### src/rtl/gds_pkg.sv
// Shared types, constants and calendar functions for the Gregorian date stepper.
package gds_pkg;

  localparam int DAY_W  = 5;
  localparam int MON_W  = 4;
  localparam int YEAR_W = 12;
  localparam int CNT_W  = 11;
  localparam int STAT_W = 2;

  localparam logic [YEAR_W-1:0] YEAR_MIN = 12'd1900;
  localparam logic [YEAR_W-1:0] YEAR_MAX = 12'd3000;
  localparam logic [YEAR_W-1:0] YEAR_DEF = 12'd2023;
  localparam logic [DAY_W-1:0]  DAY_DEF  = 5'd1;
  localparam logic [MON_W-1:0]  MON_JAN  = 4'd1;
  localparam logic [MON_W-1:0]  MON_FEB  = 4'd2;
  localparam logic [MON_W-1:0]  MON_APR  = 4'd4;
  localparam logic [MON_W-1:0]  MON_JUN  = 4'd6;
  localparam logic [MON_W-1:0]  MON_SEP  = 4'd9;
  localparam logic [MON_W-1:0]  MON_NOV  = 4'd11;
  localparam logic [MON_W-1:0]  MON_DEC  = 4'd12;

  localparam logic REQ_MOVE = 1'b0;
  localparam logic REQ_LOAD = 1'b1;

  typedef enum logic [STAT_W-1:0] {
    STAT_OK       = 2'd0,
    STAT_BAD_LOAD = 2'd1,
    STAT_BOUND    = 2'd2
  } status_t;

  typedef enum logic [1:0] {
    ST_IDLE,
    ST_STEP,
    ST_FIN
  } state_t;

  typedef struct packed {
    logic load;     // take the load request fields
    logic start;    // take the move request count
    logic step;     // move the date one day
    logic bound;    // stop stepping at a year bound
    logic capture;  // copy the date and status into the output register
  } cmd_t;

  typedef struct packed {
    logic cnt_zero;
    logic blocked;
  } stat_t;

  // Exact for years 1900 to 3000; other years never reach a month length
  // that matters, since such a load is rejected on its year alone.
  function automatic logic is_leap(input logic [YEAR_W-1:0] y);
    logic century_common;
    century_common = (y == 12'd1900) || (y == 12'd2100) || (y == 12'd2200) ||
                     (y == 12'd2300) || (y == 12'd2500) || (y == 12'd2600) ||
                     (y == 12'd2700) || (y == 12'd2900) || (y == 12'd3000);
    return (y[1:0] == 2'd0) && !century_common;
  endfunction

  function automatic logic [DAY_W-1:0] month_days(input logic [MON_W-1:0] m,
                                                  input logic [YEAR_W-1:0] y);
    logic [DAY_W-1:0] d;
    if (m == MON_FEB) begin
      d = is_leap(y) ? 5'd29 : 5'd28;
    end else if (m == MON_APR || m == MON_JUN || m == MON_SEP || m == MON_NOV) begin
      d = 5'd30;
    end else begin
      d = 5'd31;
    end
    return d;
  endfunction

endpackage

### src/rtl/gregorian_date_stepper_unit.sv
// Gregorian date stepper: holds a calendar date, loads it or moves it one day per cycle.
//
// Usage:
//   The request channel (in_valid/in_ready) carries a load or a move. A load
//   (in_req_type = 1) checks the date and falls back to 1/1/2023 with status 1
//   when it is invalid. A move (in_req_type = 0) steps the date by the signed
//   in_day_count, one day per clock, its size capped at MAX_STEP; stepping
//   stops with status 2 at 31/12/3000 forward or 1/1/1900 backward.
//   Every request yields one result on the out_ channel (out_valid/out_ready).
// Timing:
//   A load goes from idle to the finish state, which registers its result. A move
//   first passes the step state, where the day counter loop steps the date.
//   The controller is idle again once it registers a result, so the next request
//   is taken while that result is presented. The result sits in an output
//   register, so the next request is taken and worked on while an earlier result
//   still waits for its transfer.
// Reset:
//   Synchronous, active low; the date returns to 1/1/2023 and no result is
//   pending. A stalled receiver holds the result stable and, once the next
//   result is ready, holds the block in its finish state.
module gregorian_date_stepper_unit #(
  parameter int MAX_STEP = 1023
) (
  input  logic                              clk,
  input  logic                              rst_n,
  input  logic                              in_valid,
  output logic                              in_ready,
  input  logic                              in_req_type,
  input  logic signed [gds_pkg::CNT_W-1:0]  in_day_count,
  input  logic [gds_pkg::DAY_W-1:0]         in_load_day,
  input  logic [gds_pkg::MON_W-1:0]         in_load_month,
  input  logic [gds_pkg::YEAR_W-1:0]        in_load_year,
  output logic                              out_valid,
  input  logic                              out_ready,
  output logic [gds_pkg::DAY_W-1:0]         out_cur_day,
  output logic [gds_pkg::MON_W-1:0]         out_cur_month,
  output logic [gds_pkg::YEAR_W-1:0]        out_cur_year,
  output logic [gds_pkg::STAT_W-1:0]        out_status
);

  gds_pkg::cmd_t  cmd;
  gds_pkg::stat_t dp_stat;

  gds_ctrl u_ctrl (
    .clk         (clk),
    .rst_n       (rst_n),
    .in_valid    (in_valid),
    .in_req_type (in_req_type),
    .in_ready    (in_ready),
    .out_valid   (out_valid),
    .out_ready   (out_ready),
    .stat        (dp_stat),
    .cmd         (cmd)
  );

  gds_datapath #(
    .MAX_STEP (MAX_STEP)
  ) u_datapath (
    .clk           (clk),
    .rst_n         (rst_n),
    .cmd           (cmd),
    .stat          (dp_stat),
    .in_day_count  (in_day_count),
    .in_load_day   (in_load_day),
    .in_load_month (in_load_month),
    .in_load_year  (in_load_year),
    .out_cur_day   (out_cur_day),
    .out_cur_month (out_cur_month),
    .out_cur_year  (out_cur_year),
    .out_status    (out_status)
  );

`ifndef SYNTHESIS
  // A day is only stepped while days remain and no year bound blocks it.
  a_step_legal: assert property (@(posedge clk) disable iff (!rst_n)
    cmd.step |-> (!dp_stat.cnt_zero && !dp_stat.blocked))
    else $error("day step issued with no days left or at a year bound");

  // Capturing a result always presents it on the next cycle.
  a_capture_valid: assert property (@(posedge clk) disable iff (!rst_n)
    cmd.capture |=> out_valid)
    else $error("captured result not presented");

  // The day counter is empty between requests, so a load leaves it empty.
  a_load_cnt_idle: assert property (@(posedge clk) disable iff (!rst_n)
    (in_valid && in_ready && (in_req_type == gds_pkg::REQ_LOAD)) |=> dp_stat.cnt_zero)
    else $error("day counter not empty after a load transfer");

  // Only the defined status codes leave the block.
  a_status_code: assert property (@(posedge clk) disable iff (!rst_n)
    out_valid |-> ((out_status == gds_pkg::STAT_OK) ||
                   (out_status == gds_pkg::STAT_BAD_LOAD) ||
                   (out_status == gds_pkg::STAT_BOUND)))
    else $error("undefined status code on the result channel");
`endif

endmodule

### src/rtl/gds_ctrl.sv
// Controller state machine: request handshake, day stepping sequence, result handshake.
module gds_ctrl (
  input  logic          clk,
  input  logic          rst_n,
  input  logic          in_valid,
  input  logic          in_req_type,
  output logic          in_ready,
  output logic          out_valid,
  input  logic          out_ready,
  input  gds_pkg::stat_t stat,
  output gds_pkg::cmd_t  cmd
);

  gds_pkg::state_t state_r, state_nxt;
  logic            out_valid_r, out_valid_nxt;

  always_ff @(posedge clk) begin
    if (!rst_n) begin
      state_r     <= gds_pkg::ST_IDLE;
      out_valid_r <= 1'b0;
    end else begin
      state_r     <= state_nxt;
      out_valid_r <= out_valid_nxt;
    end
  end

  always_comb begin
    state_nxt = state_r;
    cmd       = '0;
    in_ready  = 1'b0;
    case (state_r)
      gds_pkg::ST_IDLE: begin
        in_ready = 1'b1;
        if (in_valid) begin
          if (in_req_type == gds_pkg::REQ_LOAD) begin
            cmd.load  = 1'b1;
            state_nxt = gds_pkg::ST_FIN;
          end else begin
            cmd.start = 1'b1;
            state_nxt = gds_pkg::ST_STEP;
          end
        end
      end
      gds_pkg::ST_STEP: begin
        if (stat.cnt_zero) begin
          state_nxt = gds_pkg::ST_FIN;
        end else if (stat.blocked) begin
          cmd.bound = 1'b1;
          state_nxt = gds_pkg::ST_FIN;
        end else begin
          cmd.step = 1'b1;
        end
      end
      gds_pkg::ST_FIN: begin
        // The result register frees up in the same cycle its transfer completes.
        if (!out_valid_r || out_ready) begin
          cmd.capture = 1'b1;
          state_nxt   = gds_pkg::ST_IDLE;
        end
      end
      default: begin
        state_nxt = gds_pkg::ST_IDLE;
      end
    endcase
  end

  always_comb begin
    if (cmd.capture) begin
      out_valid_nxt = 1'b1;
    end else if (out_valid_r && out_ready) begin
      out_valid_nxt = 1'b0;
    end else begin
      out_valid_nxt = out_valid_r;
    end
  end

  assign out_valid = out_valid_r;

endmodule

### src/rtl/gds_datapath.sv
// Datapath: date registers, day counter, load check, one-day step logic and result register.
module gds_datapath #(
  parameter int MAX_STEP = 1023
) (
  input  logic                          clk,
  input  logic                          rst_n,
  input  gds_pkg::cmd_t                 cmd,
  output gds_pkg::stat_t                stat,
  input  logic signed [gds_pkg::CNT_W-1:0] in_day_count,
  input  logic [gds_pkg::DAY_W-1:0]     in_load_day,
  input  logic [gds_pkg::MON_W-1:0]     in_load_month,
  input  logic [gds_pkg::YEAR_W-1:0]    in_load_year,
  output logic [gds_pkg::DAY_W-1:0]     out_cur_day,
  output logic [gds_pkg::MON_W-1:0]     out_cur_month,
  output logic [gds_pkg::YEAR_W-1:0]    out_cur_year,
  output logic [gds_pkg::STAT_W-1:0]    out_status
);

  localparam int CW = gds_pkg::CNT_W;
  // The largest magnitude an 11-bit count can carry is 1024.
  localparam logic [CW-1:0] SAT_CNT = (MAX_STEP > 1024) ? CW'(1024) : CW'(MAX_STEP);

  logic [gds_pkg::DAY_W-1:0]  day_r, day_nxt;
  logic [gds_pkg::MON_W-1:0]  month_r, month_nxt;
  logic [gds_pkg::YEAR_W-1:0] year_r, year_nxt;
  logic [CW-1:0]              cnt_r, cnt_nxt;
  logic                       back_r, back_nxt;
  gds_pkg::status_t           stat_r, stat_nxt;

  logic [gds_pkg::DAY_W-1:0]  out_day_r;
  logic [gds_pkg::MON_W-1:0]  out_month_r;
  logic [gds_pkg::YEAR_W-1:0] out_year_r;
  logic [gds_pkg::STAT_W-1:0] out_status_r;

  logic [CW-1:0]              raw_cnt, mag, mag_sat;
  logic                       load_ok;
  logic [gds_pkg::DAY_W-1:0]  cur_len, prev_len;
  logic [gds_pkg::MON_W-1:0]  prev_month;
  logic [gds_pkg::YEAR_W-1:0] prev_year;
  logic                       end_fwd, end_back;

  always_comb begin
    raw_cnt = $unsigned(in_day_count);
    mag     = raw_cnt[CW-1] ? (~raw_cnt + CW'(1)) : raw_cnt;
    mag_sat = (mag > SAT_CNT) ? SAT_CNT : mag;

    load_ok = (in_load_month >= gds_pkg::MON_JAN) && (in_load_month <= gds_pkg::MON_DEC) &&
              (in_load_year >= gds_pkg::YEAR_MIN) && (in_load_year <= gds_pkg::YEAR_MAX) &&
              (in_load_day != '0) &&
              (in_load_day <= gds_pkg::month_days(in_load_month, in_load_year));

    cur_len = gds_pkg::month_days(month_r, year_r);
    if (month_r <= gds_pkg::MON_JAN) begin
      prev_month = gds_pkg::MON_DEC;
      prev_year  = year_r - gds_pkg::YEAR_W'(1);
    end else begin
      prev_month = month_r - gds_pkg::MON_W'(1);
      prev_year  = year_r;
    end
    prev_len = gds_pkg::month_days(prev_month, prev_year);

    end_fwd  = (day_r >= cur_len) && (month_r >= gds_pkg::MON_DEC) &&
               (year_r >= gds_pkg::YEAR_MAX);
    end_back = (day_r <= gds_pkg::DAY_DEF) && (month_r <= gds_pkg::MON_JAN) &&
               (year_r <= gds_pkg::YEAR_MIN);
  end

  assign stat.cnt_zero = (cnt_r == '0);
  assign stat.blocked  = back_r ? end_back : end_fwd;

  always_comb begin
    day_nxt   = day_r;
    month_nxt = month_r;
    year_nxt  = year_r;
    cnt_nxt   = cnt_r;
    back_nxt  = back_r;
    stat_nxt  = stat_r;
    if (cmd.load) begin
      if (load_ok) begin
        day_nxt   = in_load_day;
        month_nxt = in_load_month;
        year_nxt  = in_load_year;
        stat_nxt  = gds_pkg::STAT_OK;
      end else begin
        day_nxt   = gds_pkg::DAY_DEF;
        month_nxt = gds_pkg::MON_JAN;
        year_nxt  = gds_pkg::YEAR_DEF;
        stat_nxt  = gds_pkg::STAT_BAD_LOAD;
      end
    end else if (cmd.start) begin
      cnt_nxt  = mag_sat;
      back_nxt = raw_cnt[CW-1];
      stat_nxt = gds_pkg::STAT_OK;
    end else if (cmd.bound) begin
      cnt_nxt  = '0;
      stat_nxt = gds_pkg::STAT_BOUND;
    end else if (cmd.step) begin
      cnt_nxt = cnt_r - CW'(1);
      if (back_r) begin
        if (day_r <= gds_pkg::DAY_DEF) begin
          day_nxt   = prev_len;
          month_nxt = prev_month;
          year_nxt  = prev_year;
        end else begin
          day_nxt = day_r - gds_pkg::DAY_W'(1);
        end
      end else begin
        if (day_r >= cur_len) begin
          day_nxt = gds_pkg::DAY_DEF;
          if (month_r >= gds_pkg::MON_DEC) begin
            month_nxt = gds_pkg::MON_JAN;
            year_nxt  = year_r + gds_pkg::YEAR_W'(1);
          end else begin
            month_nxt = month_r + gds_pkg::MON_W'(1);
          end
        end else begin
          day_nxt = day_r + gds_pkg::DAY_W'(1);
        end
      end
    end
  end

  always_ff @(posedge clk) begin
    if (!rst_n) begin
      day_r   <= gds_pkg::DAY_DEF;
      month_r <= gds_pkg::MON_JAN;
      year_r  <= gds_pkg::YEAR_DEF;
      cnt_r   <= '0;
      back_r  <= 1'b0;
      stat_r  <= gds_pkg::STAT_OK;
    end else begin
      day_r   <= day_nxt;
      month_r <= month_nxt;
      year_r  <= year_nxt;
      cnt_r   <= cnt_nxt;
      back_r  <= back_nxt;
      stat_r  <= stat_nxt;
    end
  end

  always_ff @(posedge clk) begin
    if (cmd.capture) begin
      out_day_r    <= day_r;
      out_month_r  <= month_r;
      out_year_r   <= year_r;
      out_status_r <= stat_r;
    end
  end

  assign out_cur_day   = out_day_r;
  assign out_cur_month = out_month_r;
  assign out_cur_year  = out_year_r;
  assign out_status    = out_status_r;

endmodule

### config.mk
export PLATFORM = sky130hd
export DESIGN_NAME = gregorian_date_stepper_unit
export DESIGN_NICKNAME = d
export VERILOG_FILES = /design/src/rtl/gds_pkg.sv /design/src/rtl/gregorian_date_stepper_unit.sv /design/src/rtl/gds_ctrl.sv /design/src/rtl/gds_datapath.sv
export SDC_FILE = /design/constraint.sdc
export NUM_CORES = 1
export LEC_CHECK = 0
export BUFFER_PORTS_ARGS = -buffer_cell sky130_fd_sc_hd__buf_4
export CAP_MARGIN = 10
export CORE_MARGIN = 2
export CORE_UTILIZATION = 50
export DETAILED_ROUTE_END_ITERATION = 10
export HOLD_SLACK_MARGIN = 0.12
export PLACE_DENSITY = 0.82
export SKIP_CTS_REPAIR_TIMING = 1
export SLEW_MARGIN = 15
export SYNTH_ARGS = -nofsm -noshare
export SYNTH_HDL_FRONTEND = slang
export SYNTH_HIERARCHICAL = 1
export SYNTH_SLANG_ARGS = --single-unit
export TNS_END_PERCENT = 100
### constraint.sdc
create_clock -name clk -period 8.5 [get_ports clk]
set_input_delay 0 -clock clk [delete_from_list [all_inputs] [get_ports clk]]
set_output_delay 0 -clock clk [all_outputs]
set_load 0.05 [all_outputs]
### Yosys cells after proc, flatten, opt, wreduce, memory -nomap -nowiden

Index checks and enable logic that the tools add are counted.
Widths: inputs -> output; s select.

* register bits: 61
* input bits: 37
* output and inout port bits: 25
* word-level logic and storage cells: 219

* $add $sub $neg: 8
* magnitude comparators: 12
* equal/unequal tests: 50
* multiplexer cells: 66
* bitwise operators: 2
* reductions and logical operators: 69

Operators with widths (number)
* $eq 12x12->1 const B: 24
* $mux 12: 10
* $mux 11: 5
* $mux 5: 11
* $mux 4: 10
* $eq 12x11->1 const B: 3
* $logic_or 1x1->1: 34
* $eq 4x3->1 const B: 6
* $eq 4x4->1 const B: 6
* $mux 2: 12
* $mux 1: 17
* $logic_and 1x1->1: 13
* $add 12x1->12 const B: 1
* $eq 4x2->1 const B: 3
* $ge 12x11->1 const B: 1
* $ge 12x12->1 const B: 1
* $le 12x11->1 const B: 1
* $le 12x12->1 const B: 1
* $reduce_bool 3->1: 4
* $sub 12x1->12 const B: 1
* $add 11x1->11 const B: 1
* $gt 11x10->1 const B: 1
* $logic_not 11->1: 1
* $not 11->11: 1
* other kinds (27): 39

### Longest topological paths before layout

Gate-level depths: netlist of the first run.

* depth after elaboration: 24
* depth in mapped cells: 23

### By module

The synthesis of the first run kept the hierarchy.

By module, submodules not included
* gds_datapath: times used 1, cells each 623, area an instance 4740.8 sq um, sequential area each 1391.3 sq um
* gds_ctrl: times used 1, cells each 18, area an instance 185.2 sq um, sequential area each 60.1 sq um

### Least setup slack after synthesis of the first run

No wires, ideal clock.

* path kind: register to register
* start point: register u_datapath/year_r[7] (netlist name)
* end point: register u_datapath/year_r[0] (netlist name)
* setup time: 0.135 ns
* data arrival time: 4.205 ns
* required time: 8.365 ns
* setup slack: 4.160 ns
* cell stages (with the launch flop): 20
* path buffers: 4
* period minus slack after synthesis: 4.340 ns
* path through: dfxtp_1 clkbuf_1 clkbuf_1 buf_1 nor3b_1 o2111ai_1 a21oi_1 o21ai_0 ha_1 nand2b_1 a21oi_1 nor2_1 a32o_1 nor4b_2 a21oi_1 a21oi_1 nand2_1 clkbuf_1 a2111oi_0 o21ai_0

RTL lines
* start: declaration: line gds_datapath.sv:25 `logic [gds_pkg::YEAR_W-1:0] year_r, year_nxt;`
* start signal: assignment: line gds_datapath.sv:127 `year_r <= gds_pkg::YEAR_DEF;`
* start signal: assignment: line gds_datapath.sv:134 `year_r <= year_nxt;`

==> results of run 1 <==
-- where the power goes --
group          internal [mW]  leakage [nW]  switching [mW]
combinational          0.111          1.55           0.177
sequential             0.329         0.499          0.0311
clock                  0.137         0.104           0.122
total                  0.577          2.16           0.330
-- per-layer routing --
metal  wire, um  global-route usage [%]  part of all wire, %
met5          0                       0                    0
met4        452                    10.9                  3.1
met3       1190                    3.76                  8.2
met2       6680                    42.6                   46
met1       6100                    37.0                   42
-- area by class of cell --
| class | instances | share of cell area [%] |
|---|---|---|
| multi-input combinational | 513 | 55.3 |
| inverter | 23 | 1.49 |
| timing repair buffer | 85 | 11.9 |
| tap | 133 | 2.87 |
| sequential | 61 | 25.0 |
| clock buffer | 9 | 2.14 |
| clock inverter | 7 | 1.30 |
-- worst register-to-register path, delay by kind of cell, from the launching register on --
kind	cells	cell delay (ps)
buffers and inverters	2	1010
AO/OA/AOI/OAI	9	1810
AND/OR/NAND/NOR	7	1590
flip-flops	1	790
adder cells (fa/ha/maj)	1	250
-- cell families (layout without fill, tap and decap cells) --
| group | after synthesis | count (layout) | share of synthesized area [%] |
|---|---|---|---|
| AOI/OAI and AO/OA | 204 | 204 | 27.1 |
| xor gates and xnor gates | 22 | 22 | 4.29 |
| adders and majority gates | 16 | 16 | 4.06 |
| buffers and inverters | 67 | 124 | 5.51 |
| DFF | 61 | 61 | 29.5 |
| muxes | 3 | 3 | 0.635 |
| and+or+nand+nor | 268 | 268 | 28.9 |
-- final timing paths --
check                            start                        to  slack (ps)  cells past startpoint
setup / recovery  u_datapath/year_r[5]       u_datapath/day_r[3]        2990                     19
hold / removal        in_load_year[10]     u_datapath/year_r[10]         100                      3
hold reg to reg   u_datapath/stat_r[0]  u_datapath/out_status[0]         450                      0
setup reg to reg  u_datapath/year_r[5]       u_datapath/day_r[3]        2990                     19
-- cells in the final DEF (no fill, tap or decap), drive strengths merged, types with 20 or more instances in the layout --
cell type,synthesis,routed
buf,9,65
a21oi,47,47
dlygate4sd3,0,20
o21ai,50,50
nand2,56,56
nor2,66,66
inv,21,22
nand3,20,20
nor3,25,25
dfxtp,38,38
edfxtp,23,23
-- registers in the layout, indices dropped and copies added, names as in the netlist --
register	count
u_datapath/out_cur_day	5
u_datapath/out_cur_year	12
u_datapath/stat_r	2
u_ctrl/state_r	2
u_datapath/out_status	2
u_datapath/month_r	4
u_datapath/back_r	1
u_datapath/year_r	12
u_datapath/cnt_r	11
u_datapath/out_cur_month	4
u_datapath/day_r	5
u_ctrl/out_valid	1
-- through the flow --
step                utilization (%)  cells  power, mW  worst slack (ps)
global route                   59.9    831      0.960              2630
CTS                            57.8    811      0.894              3250
floorplan                         -    641      0.559              4160
detailed placement             55.7    795      0.636              3280
finish                         59.9    831      0.907              2990
global placement               55.7    795      0.632              3480
==> flow_metrics.env, run 1 <==
export IMPL_fin_skew_ps=10.1
export IMPL_critical_path_class="flip-flop to flip-flop"
export IMPL_rows=36
export IMPL_synth_most_common_cell="nor2_1"
export IMPL_clock_sinks=61
export IMPL_dp_hpwl_um=10200
export IMPL_grt_max_degree=30
export IMPL_synth_top_area_share_pct=15.4
export IMPL_design_area_sq_um=5800
export IMPL_required_ps=8740
export IMPL_antenna_cells=0
export IMPL_synth_common_cells="nor2_1 (65), nand2_1 (56), o21ai_0 (48)"
export IMPL_area_growth_pct=17.7
export IMPL_cts_buffers=9
export IMPL_placed_area_sq_um=5400
export IMPL_p_leak_nw=2.16
export IMPL_synth_ff_type="dfxtp_1"
export IMPL_die_h_um=103
export IMPL_slew_headroom_pct=33.9
export IMPL_multiInputGateArea_sq_um=3210
export IMPL_synth_cell_types=78
export IMPL_cp_cell_sequence="clkinv_1 > and3_1 > o2111a_1 > o21bai_1 > a21oi_1 > o21ai_0 > ha_1 > nand2b_1 > a21oi_1 > nor2_1 > a32o_1 > and4bb_2 > nor2_1 > a21oi_1 > nor2_1 > o21ai_0 > a221oi_1 > nor2_1 > dlygate4sd3_1"
export IMPL_ys_seq_area_share_pct=29.5
export IMPL_regArea_sq_um=1450
export IMPL_synth_area_sq_um=4930
export IMPL_grt_total_usage_pct=26.9
export IMPL_cp_end_kind="flip-flop"
export IMPL_vias=5382
export IMPL_drive_above_1_share_pct=13.9
export IMPL_nets=746
export IMPL_drt_iter0_markers=462
export IMPL_yosys_warnings=6
export IMPL_drtAntennaViolNets=0
export IMPL_hold_path_class="input pin to flip-flop"
export IMPL_peakVddDrop_v=0.0000735
export IMPL_tns_ps=0
export IMPL_synth_avg_cell_area_sq_um=7.68
export IMPL_syn_nets=694
export IMPL_fin_hold_ws_ps=97.7
export IMPL_clkTransAtPathRegs_ps=80
export IMPL_clock_latency_ps=340
export IMPL_root_buffer="clkbuf_8"
export IMPL_die_area_sq_um=10700
export IMPL_grt_pass1_vias=4721
export IMPL_crit_path_max_incr_delay_ps=790
export IMPL_async_flop_share_pct=0
export IMPL_crit_fanout=20
export IMPL_clockBufferDepth=2
export IMPL_cp_num_buf_inv=2
export IMPL_fmax_ghz=0.181
export IMPL_overflow=0
export IMPL_cellPowerDensity_nw_per_um2=156
export IMPL_layout_min_cycle_time_ps=5510
export IMPL_crit_path_frequent_cell="nor2_1"
export IMPL_crit_path_start_kind="flip-flop"
export IMPL_slowest_stage="dfxtp_1"
export IMPL_maxCapViolCount=0
export IMPL_finalSetupViolCount=0
export IMPL_initial_utilization_pct=50.9
export IMPL_nFillCells=859
export IMPL_grt_pass1_wl_um=22900
export IMPL_cts_tree="done"
export IMPL_ys_ff_latch=61
export IMPL_worst_pin_slew_ps=991
export IMPL_drc_errors=0
export IMPL_syn_instance_count=641
export IMPL_place_congestion=0.980
export IMPL_core_area_sq_um=9680
export IMPL_wl_um=14400
export IMPL_viasPerCell=6.48
export IMPL_cpLargestDelayFamily="compound AO/OA/AOI/OAI gates"
export IMPL_synth_edf_count=23
export IMPL_rsz0062_at_grt="no"
export IMPL_hold_viol_final=0
export IMPL_finalCritPeriodShare_pct=64.8
export IMPL_die_width_um=103
export IMPL_avgRoutedWirePerCell_um=17.3
export IMPL_slew_violations=0
export IMPL_antenna_found_initial=0
export IMPL_ios=62
export IMPL_cp_data_arrival_time_ps=5750
export IMPL_htreeDepth=3
export IMPL_synth_area_leader_cell="dfxtp_1"
export IMPL_outcome="completed"
export IMPL_netlist_top_cells_area="dfxtp_1 (15%), edfxtp_1 (14%), nor2_1 (5.0%), o21ai_0 (4.9%), a21oi_1 (4.8%)"
export IMPL_drtPass1Iterations=5
export IMPL_io_buffers=61
Note: power is estimated with default switching activity, not from simulation.
==> inputs of run 2 (changes only) <==
Settings changed: PLACE_DENSITY 0.82 to 0.85.
Clock period 8.5 ns to 5 ns, I/O delays scaled along.
==> run 2 against run 1 <==
Against the previous run:
- worst hold slack lost 6.8 ps
- largest power group unchanged
- largest cell class unchanged
- sequential power grew 68%
- sequential share of layout area shrank 0.43 points
- setup slack lost 2500 ps
- flip-flop and latch count is the same
- cell count grew 1.4%
- clock skew grew 4.1 ps
- clock power grew 79%
- critical endpoint is now u_datapath/year_r[5]
- register-to-register slack lost 2500 ps
- critical path depth grew 1
==> flow_metrics.env, run 2 (same netlist as run 1, synthesis figures left out) <==
export IMPL_area_growth_pct=19.7
export IMPL_rrSetupSlack_ps=460
export IMPL_cts_tree="done"
export IMPL_drive_above_1_share_pct=15.4
export IMPL_pre_cts_ws_ps=646
export IMPL_avgRoutedWirePerCell_um=18.5
export IMPL_crit_path_max_incr_delay_ps=460
export IMPL_layout_min_cycle_time_ps=4540
export IMPL_io_buffers=61
export IMPL_r2r_end="u_datapath/year_r[5]"
export IMPL_fmax_ghz=0.220
export IMPL_r2r_cells=20
export IMPL_grt_total_usage_pct=28.8
export IMPL_placed_area_sq_um=5490
export IMPL_nFillCells=839
export IMPL_hold_viol_final=0
export IMPL_vias=5475
export IMPL_slew_violations=0
export IMPL_cp_cell_sequence="or3_1 > a21oi_1 > a31oi_1 > nor3_1 > o21bai_1 > a21oi_1 > o21ai_0 > ha_1 > nand2b_1 > a21oi_1 > nor2_1 > a32o_1 > and4bb_2 > nor2_1 > a21oi_1 > a21oi_1 > nand2_1 > or2_1 > o22ai_1 > nand2_1"
export IMPL_htreeDepth=3
export IMPL_maxCapViolCount=0
export IMPL_cp_end_kind="flip-flop"
export IMPL_required_ps=5220
export IMPL_die_width_um=103
export IMPL_slowest_stage="dfxtp_1"
export IMPL_clock_sinks=61
export IMPL_cp_num_buf_inv=0
export IMPL_place_congestion=1.01
export IMPL_clkTransAtPathRegs_ps=80
export IMPL_ios=62
export IMPL_drc_errors=0
export IMPL_setup_ws_ps=458
export IMPL_cts_buffers=9
export IMPL_clock_latency_ps=350
export IMPL_core_area_sq_um=9680
export IMPL_overflow=0
export IMPL_drtPass1Iterations=5
export IMPL_crit_cells=20
export IMPL_finalCritPeriodShare_pct=90.8
export IMPL_cp_data_arrival_time_ps=4760
export IMPL_wl_um=15600
export IMPL_slew_headroom_pct=47.7
export IMPL_antenna_found_initial=0
export IMPL_die_area_sq_um=10700
export IMPL_hold_path_class="input pin to flip-flop"
export IMPL_p_leak_nw=2.22
export IMPL_final_common_cell="buf_4"
export IMPL_viasPerCell=6.49
export IMPL_total_power_mw=1.58
export IMPL_peakVddDrop_v=0.000169
export IMPL_outcome="completed"
export IMPL_tns_ps=0
export IMPL_fin_skew_ps=14.2
export IMPL_rsz0062_at_grt="no"
export IMPL_cpLargestDelayFamily="simple AND/OR/NAND/NOR gates"
export IMPL_mostFrequentLayoutCells="buf_4 (77), nor2_1 (65), nand2_1 (56)"
export IMPL_worst_pin_slew_ps=778
export IMPL_grt_pass1_wl_um=24200
export IMPL_crit_fanout=16
export IMPL_initial_utilization_pct=50.9
export IMPL_drt_iter0_markers=460
export IMPL_antenna_cells=0
export IMPL_crit_path_start_kind="flip-flop"
export IMPL_cellPowerDensity_nw_per_um2=268
export IMPL_dp_hpwl_um=10900
export IMPL_die_h_um=103
export IMPL_design_area_sq_um=5900
export IMPL_clockBufferDepth=2
export IMPL_rows=36
export IMPL_grt_pass1_vias=4960
export IMPL_grt_max_degree=30
export IMPL_crit_path_frequent_cell="a21oi_1"
export IMPL_startpoint="u_datapath/year_r[7]"
export IMPL_root_buffer="clkbuf_8"
export IMPL_r2r_start="u_datapath/year_r[7]"
export IMPL_critPathCapture="u_datapath/year_r[5]"
export IMPL_nets=758
export IMPL_drtAntennaViolNets=0
export IMPL_critical_path_class="flip-flop to flip-flop"
export IMPL_finalSetupViolCount=0
export IMPL_fin_hold_ws_ps=90.9
==> run 2: area by class of cell <==
cell class	instances	area (sq um)	area share, %
multi-input combinational	513	3210	54.4
sequential	61	1450	24.6
timing repair buffer	97	778	13.2
tap	133	166	2.82
clock buffer	10	138	2.33
inverter	23	86.3	1.46
clock inverter	6	67.6	1.15
==> run 2: metal layers <==
metal  part of all wire (%)  global-route usage (%)  vias up
li1                       -                       -     2523
met1                     40                    37.4     2560
met2                     46                    44.6      334
met3                    9.6                    8.06       58
met4                    3.6                    13.4        0
met5                      0                       0        -
==> run 2: worst min-delay path by stage <==
stage                     startpoint                     to  slack, ps  cells after the start
floorplan                      rst_n      u_ctrl/state_r[0]        120                      1
global placement      in_load_day[2]    u_datapath/day_r[2]        270                      3
detailed placement    in_load_day[2]    u_datapath/day_r[2]        270                      3
CTS                   in_load_day[2]    u_datapath/day_r[2]        -90                      3
global route         in_load_year[9]   u_datapath/year_r[9]        130                      4
finish              in_load_year[10]  u_datapath/year_r[10]         90                      3
==> run 2: per-stage QoR <==
step           util, %  instances
3_5_place_dp      56.7        807
4_1_cts           58.8        823
6_report          60.9        843
3_3_place_gp      56.7        807
2_1_floorplan        -        641
5_1_grt           60.9        843
==> run 2: power by group <==
part           internal [mW]  switching [mW]
sequential             0.560          0.0453
clock                  0.248           0.215
combinational          0.194           0.321
total                   1.00           0.581
==> run 2: worst register-to-register path, stage by stage, from the launching register on <==
cell and delay [ps]:
dfxtp_1 460, or3_1 370, a21oi_1 150, a31oi_1 60, nor3_1 150, o21bai_1 90
a21oi_1 120, o21ai_0 120, ha_1 280, nand2b_1 140, a21oi_1 240, nor2_1 140
a32o_1 290, and4bb_2 270, nor2_1 170, a21oi_1 180, a21oi_1 180, nand2_1 330
or2_1 420, o22ai_1 210, nand2_1 70
==> inputs of run 3 (changes only) <==
Settings changed: SYNTH_HIERARCHICAL 1 to not set.
==> run 3 against run 2 <==
Against the previous run:
- global-route usage is 1.7 points lower
- via count is 2.6% lower
- synthesized cell count is 1.2% lower
- worst hold slack worse by 32 ps
- critical path type unchanged
==> flow_metrics.env, run 3 <==
export IMPL_p_comb_share_pct=29.5
export IMPL_avgRoutedWirePerCell_um=17.6
export IMPL_ys_seq_area_share_pct=29.8
export IMPL_grt_pass1_vias=4649
export IMPL_cp_data_arrival_time_ps=4760
export IMPL_crit_fanout=18
export IMPL_drtAntennaViolNets=0
export IMPL_die_h_um=103
export IMPL_initial_utilization_pct=50.6
export IMPL_finalCritPeriodShare_pct=89.6
export IMPL_grt_pass1_wl_um=22800
export IMPL_cp_end_kind="flip-flop"
export IMPL_swShare_pct=35.1
export IMPL_ios=62
export IMPL_slew_violations=0
export IMPL_seq_power_share_pct=37.8
export IMPL_fin_skew_ps=7.48
export IMPL_design_area_sq_um=5820
export IMPL_drive_above_1_share_pct=14.7
export IMPL_wl_um=14600
export IMPL_drc_errors=0
export IMPL_overflow=0
export IMPL_netlist_top_cells_area="dfxtp_1 (16%), edfxtp_1 (14%), a21oi_1 (5.4%), nand2_1 (5.0%), nor2_1 (4.5%)"
export IMPL_cellPowerDensity_nw_per_um2=278
export IMPL_vias=5335
export IMPL_drtPass1Iterations=6
export IMPL_root_buffer="clkbuf_8"
export IMPL_synth_cell_types=78
export IMPL_final_common_cell="buf_4"
export IMPL_cts_buffers=9
export IMPL_outcome="completed"
export IMPL_grt_total_usage_pct=27.1
export IMPL_htreeDepth=3
export IMPL_p_leak_nw=2.10
export IMPL_synth_top_area_share_pct=15.6
export IMPL_clkPwrFrac_pct=32.7
export IMPL_crit_path_start_kind="flip-flop"
export IMPL_syn_nets=686
export IMPL_clockBufferDepth=2
export IMPL_tns_ps=0
export IMPL_yosys_warnings=0
export IMPL_syn_instance_count=633
export IMPL_antenna_found_initial=0
export IMPL_synth_common_cells="nand2_1 (65), nor2_1 (58), a21oi_1 (53)"
export IMPL_mostFrequentLayoutCells="buf_4 (68), nand2_1 (65), nor2_1 (58)"
export IMPL_synth_edf_count=23
export IMPL_async_flop_share_pct=0
export IMPL_synth_area_sq_um=4880
export IMPL_ys_ff_latch=61
export IMPL_peakVddDrop_v=0.000147
export IMPL_synth_ff_type="dfxtp_1"
export IMPL_die_area_sq_um=10600
export IMPL_rows=36
export IMPL_place_congestion=0.984
export IMPL_synth_avg_cell_area_sq_um=7.70
export IMPL_worst_pin_slew_ps=1080
export IMPL_clock_sinks=61
export IMPL_dp_hpwl_um=10300
export IMPL_maxCapViolCount=0
export IMPL_die_width_um=103
export IMPL_hold_path_class="input pin to flip-flop"
export IMPL_nFillCells=838
export IMPL_cts_tree="done"
export IMPL_area_growth_pct=19.3
export IMPL_layout_min_cycle_time_ps=4480
export IMPL_clock_latency_ps=350
export IMPL_synth_most_common_cell="nand2_1"
export IMPL_synth_area_leader_cell="dfxtp_1"
export IMPL_drt_iter0_markers=486
export IMPL_power_switching_mw=0.569
export IMPL_io_buffers=61
export IMPL_rsz0062_at_grt="no"
export IMPL_nets=740
export IMPL_fmax_ghz=0.223
export IMPL_viasPerCell=6.47
export IMPL_finalSetupViolCount=0
export IMPL_placed_area_sq_um=5370
export IMPL_clkTransAtPathRegs_ps=80
export IMPL_critical_path_class="flip-flop to flip-flop"
export IMPL_antenna_cells=0
export IMPL_required_ps=5280
export IMPL_grt_max_degree=28
export IMPL_intPower_mw=1.05
export IMPL_core_area_sq_um=9640
export IMPL_slew_headroom_pct=27.6
export IMPL_hold_viol_final=0
## run 3: cell type report
type | instances | area, sq um | area share [%]
inverters | 18 | 67.6 | 1.16
clock inverters | 6 | 92.6 | 1.59
multi-input cells | 509 | 3180 | 54.7
flip-flops and latches | 61 | 1450 | 24.9
repair buffers | 88 | 711 | 12.2
clock buffers | 10 | 149 | 2.56
well taps | 133 | 166 | 2.86
## run 3: kinds of logic after synthesis
family          count (synthesis)  share of synthesized area [%]
simple gates                  258                           27.4
compound gates                204                           27.9
buf+inv                        63                           5.16
flops                          61                           29.8
xor+xnor                       27                           4.85
fa+ha+maj                      16                           4.10
mux                             4                          0.847
## run 3: critical path, cell delays in order (launching register included)
cell and delay [ps]:
dfxtp_1 340, buf_4 220, and2_0 320, a21oi_1 110, o21ai_0 200, nand2_1 70
o21ai_0 180, nand3b_1 90, a31oi_1 190, o21ai_0 130, ha_1 280, nand2b_1 140
a21oi_1 180, or4_1 200, o2bb2ai_1 130, buf_4 190, nor2_1 530, a21oi_2 220
or4_1 550, a21oi_1 140
## run 3: through the flow
stage / hold slack (ps) / worst slack (ps) / cells / utilization [%] / power [mW]
after CTS: -77.3 / 305 / 805 / 58.2 / 1.60
after floorplan: 136 / 1240 / 633 / - / 0.938
final: 59.4 / 520 / 825 / 60.4 / 1.62
after detailed placement: 295 / 446 / 789 / 55.7 / 1.07
after global placement: 277 / 633 / 789 / 55.7 / 1.06
after global routing: 128 / 21.4 / 825 / 60.4 / 1.69
## run 3: worst paths after layout
check | startpoint | slack, ps | end | cells past startpoint
worst max-delay path | u_datapath.year_r[6] | 520 | u_datapath.month_r[1] | 19
worst min-delay path | in_load_year[1] | 60 | u_datapath.year_r[1] | 3
worst max register to register | u_datapath.year_r[6] | 520 | u_datapath.month_r[1] | 19
worst min register to register | u_datapath.stat_r[1] | 440 | u_datapath.out_status[1] | 0
## run 3: power groups by stage
stage | clock, mW | sequential, mW | combinational (mW)
final | 0.530 | 0.612 | 0.478
after CTS | 0.531 | 0.609 | 0.456
after global placement | 0 | 0.618 | 0.438
after floorplan | 0 | 0.631 | 0.307
after detailed placement | 0 | 0.620 | 0.453
after global routing | 0.551 | 0.617 | 0.522
## run 3: metal layers
| layer | share of wire (%) | track usage (%) | vias up |
|---|---|---|---|
| li1 | - | - | 2489 |
| met1 | 40 | 34.4 | 2506 |
| met2 | 49 | 46.7 | 299 |
| met3 | 8.4 | 3.53 | 41 |
| met4 | 2.7 | 11.2 | 0 |
| met5 | 0 | 0 | - |
